[src/rtl/core/lcca_pkg.sv]
// Package for the laser color channel adjust unit.
// Shared types, field widths, register indexes and arithmetic constants.
// No dependencies.
package lcca_pkg;

    localparam int GAIN_FRAC_BITS_DEF = 8;

    localparam int PIX_W     = 8;   // color component and drive value width
    localparam int MIX_W     = 10;  // mixed channel in half units, at most 1020
    localparam int RATIO_W   = 9;
    localparam int CFG_IDX_W = 3;

    localparam logic [RATIO_W-1:0] RATIO_ONE = 9'd256;
    localparam logic [PIX_W-1:0]   PIX_MAX   = 8'd255;

    // Luminance weights per mille.
    localparam logic [9:0] LUMA_R = 10'd299;
    localparam logic [9:0] LUMA_G = 10'd587;
    localparam logic [9:0] LUMA_B = 10'd114;

    // Division by 1000 as multiply by ceil(2^28 / 1000) and shift. Exact for
    // every quotient input below the saturation bound.
    localparam int               QUO_W     = 18;
    localparam int               RECIP_W   = 19;
    localparam logic [RECIP_W-1:0] DIV_RECIP = 19'd268436;
    localparam int               DIV_SHIFT = 28;
    localparam logic [QUO_W-1:0] DIV_SAT   = 18'd256000;

    localparam int QUEUE_DEPTH   = 2;
    localparam int BACK_STAGES   = 5;
    localparam int PIPE_CAPACITY = 1 + QUEUE_DEPTH + BACK_STAGES;

    typedef enum logic [CFG_IDX_W-1:0] {
        CFG_EN_RED     = 3'd0,
        CFG_EN_GREEN   = 3'd1,
        CFG_EN_BLUE    = 3'd2,
        CFG_ANALOG     = 3'd3,
        CFG_GAIN_RED   = 3'd4,
        CFG_GAIN_GREEN = 3'd5,
        CFG_GAIN_BLUE  = 3'd6,
        CFG_RATIO      = 3'd7
    } t_cfg_reg;

    // Mode and ratio settings shared by the front and back parts.
    typedef struct packed {
        logic               en_red;
        logic               en_green;
        logic               en_blue;
        logic               analog;
        logic [RATIO_W-1:0] ratio;
    } t_ctrl;

    // One mixed point, in half units, with its largest channel.
    typedef struct packed {
        logic [MIX_W-1:0] mr;
        logic [MIX_W-1:0] mg;
        logic [MIX_W-1:0] mb;
        logic [MIX_W-1:0] mx;
    } t_mix;

    typedef struct packed {
        logic empty;
        logic full;
    } t_q_stat;

endpackage

[src/rtl/core/lcca_front.sv]
// Front part: accepts a point, folds disabled channels into enabled ones
// and finds the largest mixed channel. Depends on lcca_pkg.
module lcca_front (
    input  logic                        i_clk,
    input  logic                        i_rst_n,
    input  lcca_pkg::t_ctrl             i_ctrl,
    input  logic                        i_in_valid,
    output logic                        o_in_ready,
    input  logic [lcca_pkg::PIX_W-1:0]  i_red_in,
    input  logic [lcca_pkg::PIX_W-1:0]  i_green_in,
    input  logic [lcca_pkg::PIX_W-1:0]  i_blue_in,
    input  lcca_pkg::t_q_stat           i_q_stat,
    output logic                        o_push,
    output lcca_pkg::t_mix              o_push_data
);

    logic                r_f_valid;
    logic                n_f_valid;
    lcca_pkg::t_mix      r_f_data;
    lcca_pkg::t_mix      n_f_data;
    logic                w_accept;
    logic [lcca_pkg::MIX_W-1:0] w_spill;
    logic [lcca_pkg::MIX_W-1:0] w_r2;
    logic [lcca_pkg::MIX_W-1:0] w_g2;
    logic [lcca_pkg::MIX_W-1:0] w_b2;
    logic [lcca_pkg::MIX_W-1:0] w_mx;

    assign o_in_ready  = !r_f_valid || !i_q_stat.full;
    assign w_accept    = i_in_valid && o_in_ready;
    assign o_push      = r_f_valid && !i_q_stat.full;
    assign o_push_data = r_f_data;

    always_comb begin
        w_r2 = {1'b0, i_red_in, 1'b0};
        w_g2 = {1'b0, i_green_in, 1'b0};
        w_b2 = {1'b0, i_blue_in, 1'b0};
        // A disabled channel gives half its value to each enabled channel.
        w_spill = (i_ctrl.en_red   ? '0 : {2'b00, i_red_in})
                + (i_ctrl.en_green ? '0 : {2'b00, i_green_in})
                + (i_ctrl.en_blue  ? '0 : {2'b00, i_blue_in});
        n_f_data.mr = i_ctrl.en_red   ? w_r2 + w_spill : '0;
        n_f_data.mg = i_ctrl.en_green ? w_g2 + w_spill : '0;
        n_f_data.mb = i_ctrl.en_blue  ? w_b2 + w_spill : '0;
        w_mx = n_f_data.mr;
        if (n_f_data.mb > w_mx) begin
            w_mx = n_f_data.mb;
        end
        if (n_f_data.mg > w_mx) begin
            w_mx = n_f_data.mg;
        end
        n_f_data.mx = w_mx;

        if (w_accept) begin
            n_f_valid = 1'b1;
        end else if (o_push) begin
            n_f_valid = 1'b0;
        end else begin
            n_f_valid = r_f_valid;
        end
    end

    always_ff @(posedge i_clk) begin
        if (!i_rst_n) begin
            r_f_valid <= 1'b0;
        end else begin
            r_f_valid <= n_f_valid;
        end
    end

    always_ff @(posedge i_clk) begin
        if (w_accept) begin
            r_f_data <= n_f_data;
        end
    end

endmodule

[src/rtl/core/lcca_queue.sv]
// Short queue between the front and back parts, holding mixed points.
// Depends on lcca_pkg.
module lcca_queue (
    input  logic              i_clk,
    input  logic              i_rst_n,
    input  logic              i_push,
    input  lcca_pkg::t_mix    i_push_data,
    input  logic              i_pop,
    output lcca_pkg::t_mix    o_head,
    output lcca_pkg::t_q_stat o_stat
);

    localparam int DEPTH = lcca_pkg::QUEUE_DEPTH;
    localparam int PTR_W = (DEPTH > 1) ? $clog2(DEPTH) : 1;
    localparam int CNT_W = $clog2(DEPTH + 1);

    lcca_pkg::t_mix   r_mem [DEPTH];
    logic [PTR_W-1:0] r_wr_ptr;
    logic [PTR_W-1:0] r_rd_ptr;
    logic [CNT_W-1:0] r_count;
    logic [PTR_W-1:0] n_wr_ptr;
    logic [PTR_W-1:0] n_rd_ptr;
    logic [CNT_W-1:0] n_count;

    assign o_stat.empty = (r_count == '0);
    assign o_stat.full  = (r_count == CNT_W'(DEPTH));
    assign o_head       = r_mem[r_rd_ptr];

    always_comb begin
        n_wr_ptr = r_wr_ptr;
        n_rd_ptr = r_rd_ptr;
        n_count  = r_count;
        if (i_push) begin
            n_wr_ptr = (r_wr_ptr == PTR_W'(DEPTH - 1)) ? '0 : r_wr_ptr + 1'b1;
        end
        if (i_pop) begin
            n_rd_ptr = (r_rd_ptr == PTR_W'(DEPTH - 1)) ? '0 : r_rd_ptr + 1'b1;
        end
        if (i_push && !i_pop) begin
            n_count = r_count + 1'b1;
        end else if (!i_push && i_pop) begin
            n_count = r_count - 1'b1;
        end
    end

    always_ff @(posedge i_clk) begin
        if (!i_rst_n) begin
            r_wr_ptr <= '0;
            r_rd_ptr <= '0;
            r_count  <= '0;
        end else begin
            r_wr_ptr <= n_wr_ptr;
            r_rd_ptr <= n_rd_ptr;
            r_count  <= n_count;
        end
    end

    always_ff @(posedge i_clk) begin
        if (i_push) begin
            r_mem[r_wr_ptr] <= i_push_data;
        end
    end

endmodule

[src/rtl/core/lcca_back.sv]
// Back part: five-stage pipeline for gain, brightness ratio, luminance
// and clamping, ending in the output register. Depends on lcca_pkg.
module lcca_back #(
    parameter int GAIN_FRAC_BITS = lcca_pkg::GAIN_FRAC_BITS_DEF
) (
    input  logic                          i_clk,
    input  logic                          i_rst_n,
    input  lcca_pkg::t_ctrl               i_ctrl,
    input  logic [GAIN_FRAC_BITS+1:0]     i_gain_red,
    input  logic [GAIN_FRAC_BITS+1:0]     i_gain_green,
    input  logic [GAIN_FRAC_BITS+1:0]     i_gain_blue,
    input  lcca_pkg::t_q_stat             i_q_stat,
    input  lcca_pkg::t_mix                i_head,
    output logic                          o_pop,
    output logic                          o_out_valid,
    input  logic                          i_out_ready,
    output logic [lcca_pkg::PIX_W-1:0]    o_red_out,
    output logic [lcca_pkg::PIX_W-1:0]    o_green_out,
    output logic [lcca_pkg::PIX_W-1:0]    o_blue_out,
    output logic [lcca_pkg::PIX_W-1:0]    o_gray_out
);

    localparam int GW    = GAIN_FRAC_BITS + 2;
    localparam int MW    = lcca_pkg::MIX_W;
    localparam int PW    = MW + GW;                    // mixed channel times gain
    localparam int SW    = lcca_pkg::RATIO_W + MW + 2; // ratio term times maximum
    localparam int VW    = PW + 10;                    // adjusted channel, signed
    localparam int LW    = VW + 12;                    // weighted channel and sum
    localparam int SHIFT = 9 + GAIN_FRAC_BITS;
    localparam int QW    = lcca_pkg::QUO_W;
    localparam int DW    = QW + lcca_pkg::RECIP_W;
    localparam int NS    = lcca_pkg::BACK_STAGES;
    localparam int PXW   = lcca_pkg::PIX_W;

    logic [NS-1:0]        r_vld;
    logic                 w_en;

    // Stage 1
    logic [PW-1:0]        r_p_r, r_p_g, r_p_b;
    logic signed [SW-1:0] r_sub;
    logic signed [lcca_pkg::RATIO_W:0] w_coef;
    logic signed [SW-1:0] n_sub;
    // Stage 2
    logic signed [VW-1:0] r_v_r, r_v_g, r_v_b;
    logic signed [VW-1:0] w_sub_s;
    // Stage 3
    logic signed [LW-1:0] r_l_r, r_l_g, r_l_b;
    logic [PXW-1:0]       r_c3_r, r_c3_g, r_c3_b;
    // Stage 4
    logic signed [LW-1:0] w_lum;
    logic signed [LW-1:0] w_q;
    logic                 r_pos;
    logic                 r_sat;
    logic [QW-1:0]        r_quo;
    logic [PXW-1:0]       r_c4_r, r_c4_g, r_c4_b;
    // Stage 5
    logic [DW-1:0]        w_div;
    logic [PXW-1:0]       n_gray;
    logic [PXW-1:0]       r_red, r_green, r_blue, r_gray;

    function automatic logic [PXW-1:0] chan_out(input logic signed [VW-1:0] v,
                                                input logic analog);
        logic signed [VW-1:0] vs;
        logic [PXW-1:0]       res;
        vs = v >>> SHIFT;
        if (!analog) begin
            res = (v > $signed(VW'(0))) ? lcca_pkg::PIX_MAX : '0;
        end else if (v <= $signed(VW'(0))) begin
            res = '0;
        end else if (vs > $signed(VW'(lcca_pkg::PIX_MAX))) begin
            res = lcca_pkg::PIX_MAX;
        end else begin
            res = vs[PXW-1:0];
        end
        return res;
    endfunction

    // The whole pipeline advances unless the output register holds a result
    // that is not being taken.
    assign w_en        = !r_vld[NS-1] || i_out_ready;
    assign o_pop       = !i_q_stat.empty && w_en;
    assign o_out_valid = r_vld[NS-1];
    assign o_red_out   = r_red;
    assign o_green_out = r_green;
    assign o_blue_out  = r_blue;
    assign o_gray_out  = r_gray;

    always_comb begin
        w_coef  = $signed({1'b0, lcca_pkg::RATIO_ONE}) - $signed({1'b0, i_ctrl.ratio});
        n_sub   = SW'(w_coef) * $signed(SW'({1'b0, i_head.mx}));
        w_sub_s = VW'(r_sub) <<< GAIN_FRAC_BITS;
        w_lum   = r_l_r + r_l_g + r_l_b;
        w_q     = w_lum >>> SHIFT;
        w_div   = DW'(r_quo) * DW'(lcca_pkg::DIV_RECIP);
        if (!i_ctrl.analog) begin
            n_gray = r_pos ? lcca_pkg::PIX_MAX : '0;
        end else if (!r_pos) begin
            n_gray = '0;
        end else if (r_sat) begin
            n_gray = lcca_pkg::PIX_MAX;
        end else begin
            n_gray = w_div[lcca_pkg::DIV_SHIFT +: PXW];
        end
    end

    always_ff @(posedge i_clk) begin
        if (!i_rst_n) begin
            r_vld <= '0;
        end else if (w_en) begin
            r_vld <= {r_vld[NS-2:0], o_pop};
        end
    end

    always_ff @(posedge i_clk) begin
        if (w_en) begin
            r_p_r <= {{GW{1'b0}}, i_head.mr} * {{MW{1'b0}}, i_gain_red};
            r_p_g <= {{GW{1'b0}}, i_head.mg} * {{MW{1'b0}}, i_gain_green};
            r_p_b <= {{GW{1'b0}}, i_head.mb} * {{MW{1'b0}}, i_gain_blue};
            r_sub <= n_sub;

            r_v_r <= $signed({2'b00, r_p_r, 8'd0}) - w_sub_s;
            r_v_g <= $signed({2'b00, r_p_g, 8'd0}) - w_sub_s;
            r_v_b <= $signed({2'b00, r_p_b, 8'd0}) - w_sub_s;

            r_l_r  <= LW'(r_v_r) * $signed(LW'({1'b0, lcca_pkg::LUMA_R}));
            r_l_g  <= LW'(r_v_g) * $signed(LW'({1'b0, lcca_pkg::LUMA_G}));
            r_l_b  <= LW'(r_v_b) * $signed(LW'({1'b0, lcca_pkg::LUMA_B}));
            r_c3_r <= chan_out(r_v_r, i_ctrl.analog);
            r_c3_g <= chan_out(r_v_g, i_ctrl.analog);
            r_c3_b <= chan_out(r_v_b, i_ctrl.analog);

            r_pos  <= w_lum > $signed(LW'(0));
            r_sat  <= w_q >= $signed(LW'(lcca_pkg::DIV_SAT));
            r_quo  <= w_q[QW-1:0];
            r_c4_r <= r_c3_r;
            r_c4_g <= r_c3_g;
            r_c4_b <= r_c3_b;

            r_red   <= r_c4_r;
            r_green <= r_c4_g;
            r_blue  <= r_c4_b;
            r_gray  <= n_gray;
        end
    end

endmodule

[src/rtl/core/laser_color_channel_adjust_unit.sv]
// Top level of the laser color channel adjust unit: configuration registers,
// front mixer, point queue and back pipeline. Depends on lcca_pkg.
//
//  channel | handshake                  | payload
//  --------+----------------------------+----------------------------------------
//  in      | i_in_valid / o_in_ready    | i_red_in, i_green_in, i_blue_in
//  out     | o_out_valid / i_out_ready  | o_red_out, o_green_out, o_blue_out,
//          |                            | o_gray_out
//  cfg     | i_cfg_valid / o_cfg_ready  | i_cfg_index, i_cfg_data
//
// One point per cycle sustained while the output is not stalled. The accepting
// edge loads the front register; the point then passes through a queue slot and
// the five back stages and ends in the output register. Reset is synchronous
// and active low; it empties the pipeline and loads the register defaults. A
// stall at the output freezes the back pipeline, the queue fills, and the input
// ready drops once front register and queue are full. Configuration writes are
// always taken.
module laser_color_channel_adjust_unit #(
    parameter int GAIN_FRAC_BITS = lcca_pkg::GAIN_FRAC_BITS_DEF
) (
    input  logic                              i_clk,
    input  logic                              i_rst_n,
    input  logic                              i_in_valid,
    output logic                              o_in_ready,
    input  logic [lcca_pkg::PIX_W-1:0]        i_red_in,
    input  logic [lcca_pkg::PIX_W-1:0]        i_green_in,
    input  logic [lcca_pkg::PIX_W-1:0]        i_blue_in,
    output logic                              o_out_valid,
    input  logic                              i_out_ready,
    output logic [lcca_pkg::PIX_W-1:0]        o_red_out,
    output logic [lcca_pkg::PIX_W-1:0]        o_green_out,
    output logic [lcca_pkg::PIX_W-1:0]        o_blue_out,
    output logic [lcca_pkg::PIX_W-1:0]        o_gray_out,
    input  logic                              i_cfg_valid,
    output logic                              o_cfg_ready,
    input  logic [lcca_pkg::CFG_IDX_W-1:0]    i_cfg_index,
    input  logic [((GAIN_FRAC_BITS + 2 > lcca_pkg::RATIO_W) ?
                   GAIN_FRAC_BITS + 2 : lcca_pkg::RATIO_W)-1:0] i_cfg_data
);

    localparam int GW = GAIN_FRAC_BITS + 2;
    localparam logic [GW-1:0] GAIN_ONE = {2'b01, {GAIN_FRAC_BITS{1'b0}}};

    lcca_pkg::t_ctrl   r_ctrl;
    logic [GW-1:0]     r_gain_red;
    logic [GW-1:0]     r_gain_green;
    logic [GW-1:0]     r_gain_blue;
    logic              w_cfg_wr;

    lcca_pkg::t_q_stat w_q_stat;
    logic              w_push;
    lcca_pkg::t_mix    w_push_data;
    logic              w_pop;
    lcca_pkg::t_mix    w_head;

    assign o_cfg_ready = 1'b1;
    assign w_cfg_wr    = i_cfg_valid && o_cfg_ready;

    always_ff @(posedge i_clk) begin
        if (!i_rst_n) begin
            r_ctrl.en_red   <= 1'b1;
            r_ctrl.en_green <= 1'b1;
            r_ctrl.en_blue  <= 1'b1;
            r_ctrl.analog   <= 1'b1;
            r_ctrl.ratio    <= lcca_pkg::RATIO_ONE;
            r_gain_red      <= GAIN_ONE;
            r_gain_green    <= GAIN_ONE;
            r_gain_blue     <= GAIN_ONE;
        end else if (w_cfg_wr) begin
            case (lcca_pkg::t_cfg_reg'(i_cfg_index))
                lcca_pkg::CFG_EN_RED:     r_ctrl.en_red   <= i_cfg_data[0];
                lcca_pkg::CFG_EN_GREEN:   r_ctrl.en_green <= i_cfg_data[0];
                lcca_pkg::CFG_EN_BLUE:    r_ctrl.en_blue  <= i_cfg_data[0];
                lcca_pkg::CFG_ANALOG:     r_ctrl.analog   <= i_cfg_data[0];
                lcca_pkg::CFG_GAIN_RED:   r_gain_red      <= i_cfg_data[GW-1:0];
                lcca_pkg::CFG_GAIN_GREEN: r_gain_green    <= i_cfg_data[GW-1:0];
                lcca_pkg::CFG_GAIN_BLUE:  r_gain_blue     <= i_cfg_data[GW-1:0];
                lcca_pkg::CFG_RATIO: begin
                    r_ctrl.ratio <= i_cfg_data[lcca_pkg::RATIO_W-1:0];
                end
                default: ;
            endcase
        end
    end

    lcca_front u_front (
        .i_clk       (i_clk),
        .i_rst_n     (i_rst_n),
        .i_ctrl      (r_ctrl),
        .i_in_valid  (i_in_valid),
        .o_in_ready  (o_in_ready),
        .i_red_in    (i_red_in),
        .i_green_in  (i_green_in),
        .i_blue_in   (i_blue_in),
        .i_q_stat    (w_q_stat),
        .o_push      (w_push),
        .o_push_data (w_push_data)
    );

    lcca_queue u_queue (
        .i_clk       (i_clk),
        .i_rst_n     (i_rst_n),
        .i_push      (w_push),
        .i_push_data (w_push_data),
        .i_pop       (w_pop),
        .o_head      (w_head),
        .o_stat      (w_q_stat)
    );

    lcca_back #(
        .GAIN_FRAC_BITS (GAIN_FRAC_BITS)
    ) u_back (
        .i_clk        (i_clk),
        .i_rst_n      (i_rst_n),
        .i_ctrl       (r_ctrl),
        .i_gain_red   (r_gain_red),
        .i_gain_green (r_gain_green),
        .i_gain_blue  (r_gain_blue),
        .i_q_stat     (w_q_stat),
        .i_head       (w_head),
        .o_pop        (w_pop),
        .o_out_valid  (o_out_valid),
        .i_out_ready  (i_out_ready),
        .o_red_out    (o_red_out),
        .o_green_out  (o_green_out),
        .o_blue_out   (o_blue_out),
        .o_gray_out   (o_gray_out)
    );

endmodule

[config.mk]
export PLATFORM = sky130hd
export DESIGN_NAME = laser_color_channel_adjust_unit
export DESIGN_NICKNAME = d
export VERILOG_FILES = /design/src/rtl/core/lcca_pkg.sv /design/src/rtl/core/lcca_front.sv /design/src/rtl/core/lcca_queue.sv /design/src/rtl/core/lcca_back.sv /design/src/rtl/core/laser_color_channel_adjust_unit.sv
export SDC_FILE = /design/constraint.sdc
export NUM_CORES = 2
export LEC_CHECK = 0
export BUFFER_PORTS_ARGS = -buffer_cell sky130_fd_sc_hd__buf_2
export CORE_MARGIN = 2
export CORE_UTILIZATION = 55
export DETAILED_ROUTE_END_ITERATION = 10
export GPL_TIMING_DRIVEN = 0
export PLACE_DENSITY = 0.78
export REMOVE_ABC_BUFFERS = 1
export SETUP_SLACK_MARGIN = 0.4
export SYNTH_ARGS = -nofsm -noshare
export SYNTH_HDL_FRONTEND = slang
export SYNTH_HIERARCHICAL = 1
export SYNTH_SLANG_ARGS = --single-unit
[constraint.sdc]
create_clock -name i_clk -period 15.4 [get_ports i_clk]
set_clock_uncertainty 0.1 [all_clocks]
set_input_delay 1.54 -clock i_clk [delete_from_list [all_inputs] [get_ports i_clk]]
set_output_delay 1.54 -clock i_clk [all_outputs]
set_load 0.01 [all_outputs]
Word-level counts from Yosys, hierarchy flattened
Memories as Yosys holds them, arrays and structs flattened. A register that Yosys moved wholly into a read port is not among the register bits.
Index checks and enable logic that the tools add are counted.
{ "classes": {"order_cmp": 13, "reduce_logical": 25, "div_mod_pow": 0, "n_eq_ne": 8, "n_mul": 8, "muxes": 34, "add_sub_neg": 15, "shift": 0, "n_bitwise": 0} }
{ "ops": {"columns": ["cell", "n"], "rows": [
  ["8-bit 2-to-1 mux", 19],
  ["30-bit by 1-bit > comparator with 1-bit output, second input constant", 3],
  ["30-bit by 1-bit <= comparator with 1-bit output, second input constant", 3],
  ["29-bit by 29-bit subtractor with 30-bit output", 3],
  ["42-bit adder", 2],
  ["10-bit by 10-bit multiplier with 20-bit output", 3],
  ["10-bit 2-to-1 mux", 5],
  ["42-bit by 1-bit > comparator with 1-bit output, second input constant", 1],
  ["30-bit by 11-bit multiplier with 41-bit output, second input constant", 1],
  ["30-bit by 10-bit multiplier with 40-bit output, second input constant", 1],
  ["13-bit by 9-bit > comparator with 1-bit output, second input constant", 3],
  ["30-bit by 7-bit multiplier with 37-bit output, second input constant", 1],
  ["18-bit by 17-bit multiplier with 34-bit output, second input constant", 1],
  ["9-bit by 10-bit adder with 10-bit output", 3],
  ["25-bit by 19-bit >= comparator with 1-bit output, second input constant", 1],
  ["10-bit by 11-bit multiplier with 21-bit output", 1],
  ["10-bit adder", 2],
  ["10-bit > comparator", 2],
  ["2-bit AND reduction", 8],
  ["3-bit equality test, second input constant", 4],
  ["9-bit by 9-bit subtractor with 10-bit output, first input constant", 1],
  ["1-bit 2-to-1 mux", 8],
  ["3-bit by 2-bit equality test with 1-bit output, second input constant", 2],
  ["1-bit zero test", 6],
  ["11 further kinds", 19]
]} }
{ "word_totals": {"mem_count": 1, "rom_bits": 0, "ramBits": 80, "out_inout_bits": 35, "latchBits": 0, "elab_cells": 144, "regBits": 489} }
{ "memory_table": {"columns": ["name", "words", "word_bits", "read_ports", "rd_ports_with_merged_regs", "write_ports", "line", "source"], "rows": [
  ["u_queue.r_mem", 2, 40, 1, 1, 1, "lcca_queue.sv:17", "lcca_pkg::t_mix r_mem [DEPTH];"]
]} }

Longest topological paths before layout
{ "depth": {"ltp_word": 9, "ltp_mapped": 34} }

Cells and area by module
The synthesis kept the hierarchy.
{ "by_module_without_submodules": {"columns": ["mod", "cells_per_inst", "n_inst", "area_each_um2"], "rows": [
  ["lcca_back", 4319, 1, 43814.5],
  ["lcca_front", 399, 1, 3917.5],
  ["lcca_queue", 146, 1, 3091.7],
  ["laser_color_channel_adjust_unit", 160, 1, 1666.6]
]} }

Worst setup path before layout
No wires, ideal clock.
{ "synth_timing": {"path_kind": "in2reg", "from": "in i_out_ready", "to": "reg u_back.r_blue[0] (netlist: u_back/o_blue_out[0]), enable pin", "t_required_ns": 14.611, "stages": 3, "arrival_time_ns": 8.317, "slack_ns": 6.295, "setup_time_ns": 0.689, "cell_sequence": "nor2b_1 -> clkbuf_1 -> inv_1"} }
{ "synth_between": {"elab_chain_cells": 1} }
{ "synth_rtl": {"columns": ["item", "line", "source"], "rows": [
  ["start: declaration", "laser_color_channel_adjust_unit.sv:29", "input logic i_out_ready,"],
  ["1-bit logical OR", "lcca_back.sv:80", "assign w_en = !r_vld[NS-1] || i_out_ready;"],
  ["end signal: assignment", "lcca_back.sv:141", "r_blue <= r_c4_b;"],
  ["end: declaration", "lcca_back.sv:59", "logic [PXW-1:0] r_red, r_green, r_blue, r_gray;"]
]} }
Every way passes these cells.
A chain may end at the register's enable or synchronous reset.

==> results by group <==
Cells and area
  – P&R area growth vs syn: 6.96%
  – Share of cells above drive strength 1: 4.96%
  – Filler Cell Count: 7663
  – Ant. Diodes: 0
  – Nets@finish: 6440

CTS
  – Clock buffer depth: 3
  – CTS tree: yes
  – CTS Sinks: 515
  – Clk root buf: clkbuf_16
  – Post-CTS Setup Bufs: 0
  – H-tree lvl count: 2
  – Hold_buf cts: 0
  – Clk slew on worst S/H paths: 0.06 ns
  – CTS Buf Count: 56
  – Worst-Skew Late Latency: 0.64 ns
  – CTS resizes: 0

Synthesis
  – Post-synth cell types: 92
  – Sequential area share after synthesis: 28.4%
  – Ys flop type: edfxtp_1
  – Synth Instances: 5024
  – Synth area leader: edfxtp_1
  – Leading cell types by total area after synthesis: edfxtp_1, ha_1, fa_1
  – Yosys reg bits: 515
  – Top cells by count, synth: inv_1, ha_1, fa_1, edfxtp_1, nand2_1
  – Top cell type's share of synthesized area: 26.4%
  – Most frequent cell after synthesis: inv_1
  – Avg Inst Size Synth: 10.4 sq um
  – EDFF count, synth: 461
  – YS warnings: 6
  – Async set-or-reset flop fraction in the synthesized netlist: 0%
  – Syn Std Cell Area: 0.0525 sq mm

STA
  – Final setup vio count: 0
  – Hold Fails Final Rpt: 0
  – Worst slew margin: 24.9%
  – Slew Viols, Final: 0
  – Worst-Margin Slew: 1.12 ns
  – Fmax achieved: 116 MHz
  – RSZ-0062 raised after global routing: false
  – Tcrit/Tclk final: 55.9%
  – Minimum clock period: 8.61 ns
  – Setup tns final: 0 ns

Global routing
  – Vias in the first global route: 35700
  – GRT Util Overall: 22.5%
  – First-pass GRT wire length: 178 mm
  – Pin count of the biggest net entering global routing: 145
  – Remaining Overflow, GRT: 0
  – Initial antenna violation count: 1

Setup path
  – CP max-delay cell: fa_1
  – Cell family with most CP delay: adder cells
  – Buf+Inv Stages, Crit Path: 4
  – Slowest stage delay, CP: 0.59 ns
  – Worst Setup Path Type: in -> reg
  – Crit. End Element: flop
  – Critical Path AT: 8.90 ns
  – Worst path required time: 15.68 ns
  – Crit start category: input port
  – Crit-path max FO: 17
  – Most common cell on crit path: ha_1

Die
  – # IOs: 77
  – Die Y: 313 um
  – Core area: 0.0947 sq mm
  – Die area: 0.0979 sq mm
  – Die Wd: 313 um
  – Row count: 113
  – Initial core utilization: 55.4%

Route
  – Detailed Routing Iterations Pass 1: 6
  – Starting DRT DRC Count: 1942
  – Vias/cell: 5.42
  – Via count: 34600
  – Routed WL: 109 mm
  – WL/cell: 17.0 um
  – Post-DRT Antenna Nets: 0
  – Remaining DRCs: 0

Status
  – Status: finished, final reports clean

Placement
  – GPL Wtd Cong: 0.904
  – DP HPWL: 87.6 mm
  – Port buffer count: 75

Hold path
  – HP Class: reg -> reg

Run
  – Max Cap Viol: 0
per-layer routing:
layer  vias up  GRT usage [%]  routed length (um)
li1      16800              -                   -
met1     16900           27.4               45100
met2       713           39.9               54000
met3       240           2.46                4120
met4         0           10.6                5400
met5         -              0                   0
area by class of cell:
| type | count | area, sq um | share of cell area, % |
|---|---|---|---|
| multi-input combinational | 3467 | 33600 | 59.9 |
| sequential | 515 | 14900 | 26.6 |
| inverter | 952 | 3580 | 6.38 |
| tap | 1265 | 1580 | 2.82 |
| clock buffer | 71 | 1560 | 2.78 |
| timing repair buffer | 80 | 490 | 0.874 |
| clock inverter | 34 | 379 | 0.675 |
cell families (layout without fill, tap and decap cells):
kind of cell | count (synthesis) | in the layout | share of synthesized area (%)
buffers and inverters | 1042 | 1137 | 7.53
muxes | 107 | 107 | 2.16
DFF | 515 | 515 | 28.4
adders and majority gates | 1326 | 1326 | 38.9
AOI/OAI and AO/OA | 654 | 654 | 8.17
and+or+nand+nor | 1124 | 1124 | 10.6
xor gates and xnor gates | 255 | 255 | 4.25
other | 1 | 1 | 0.00714
path summary, 6_finish.rpt:
check	from	end	slack (ns)	cells after the start
setup / recovery	i_blue_in[1]	u_front/o_push_data[0]	6.79	29
hold / removal	u_back/r_c3_r[6]	u_back/r_c4_r[6]	0.32	0
setup reg to reg	r_ctrl[10]	u_front/o_push_data[0]	6.90	27
hold reg to reg	u_back/r_c3_r[6]	u_back/r_c4_r[6]	0.32	0
layout by cell type, fill, tap and decap left out, drive strengths merged, types with 26 or more instances in the layout:
cell    netlist  layout
mux2i        63      63
a21o         76      76
o21ai       117     117
a21oi       198     198
o21bai       44      44
edfxtp      461     461
nor2b        68      68
xor2         68      68
mux2         44      44
ha          818     818
nor3         59      59
buf          20      80
nand4        26      26
nand2       387     387
and2        177     177
nand2b       61      61
inv         952     961
fa          508     508
nor2        190     190
clkbuf       70      71
nand3        55      55
o21a         61      61
xnor2       187     187
dfxtp        54      54
a211oi       26      26
sequential cells by signal, indices dropped and copies added (netlist names), 10 cells and up, named ones only:
signal and flops:
u_back/r_p_r 20, u_back/r_v_b 22, u_back/r_p_b 20, u_front/o_push_data 40
u_back/r_p_g 20, u_back/r_l_r 32, u_back/r_v_r 22, u_back/r_sub 21
u_back/r_v_g 22, r_gain_red 10, r_gain_green 10, u_queue/r_mem 80
u_back/r_l_g 33, u_back/r_quo 18, r_ctrl 13, r_gain_blue 10
u_back/r_l_b 29
through the flow:
stage | instances | worst slack (ns) | hold slack (ns) | instance area, sq um | utilization, %
2_1_floorplan | 4934 | 6.40 | 0.300 | 52100 | -
3_3_place_gp | 6274 | 3.80 | 0.301 | 54100 | 57.1
3_5_place_dp | 6279 | 6.28 | 0.305 | 54200 | 57.2
4_1_cts | 6384 | 6.93 | 0.315 | 56100 | 59.3
5_1_grt | 6384 | 6.45 | 0.321 | 56100 | 59.3
6_report | 6384 | 6.79 | 0.316 | 56100 | 59.3
Power is not shown: default switching activity piles up to over one toggle a cycle in this logic, so the estimate is an artifact.
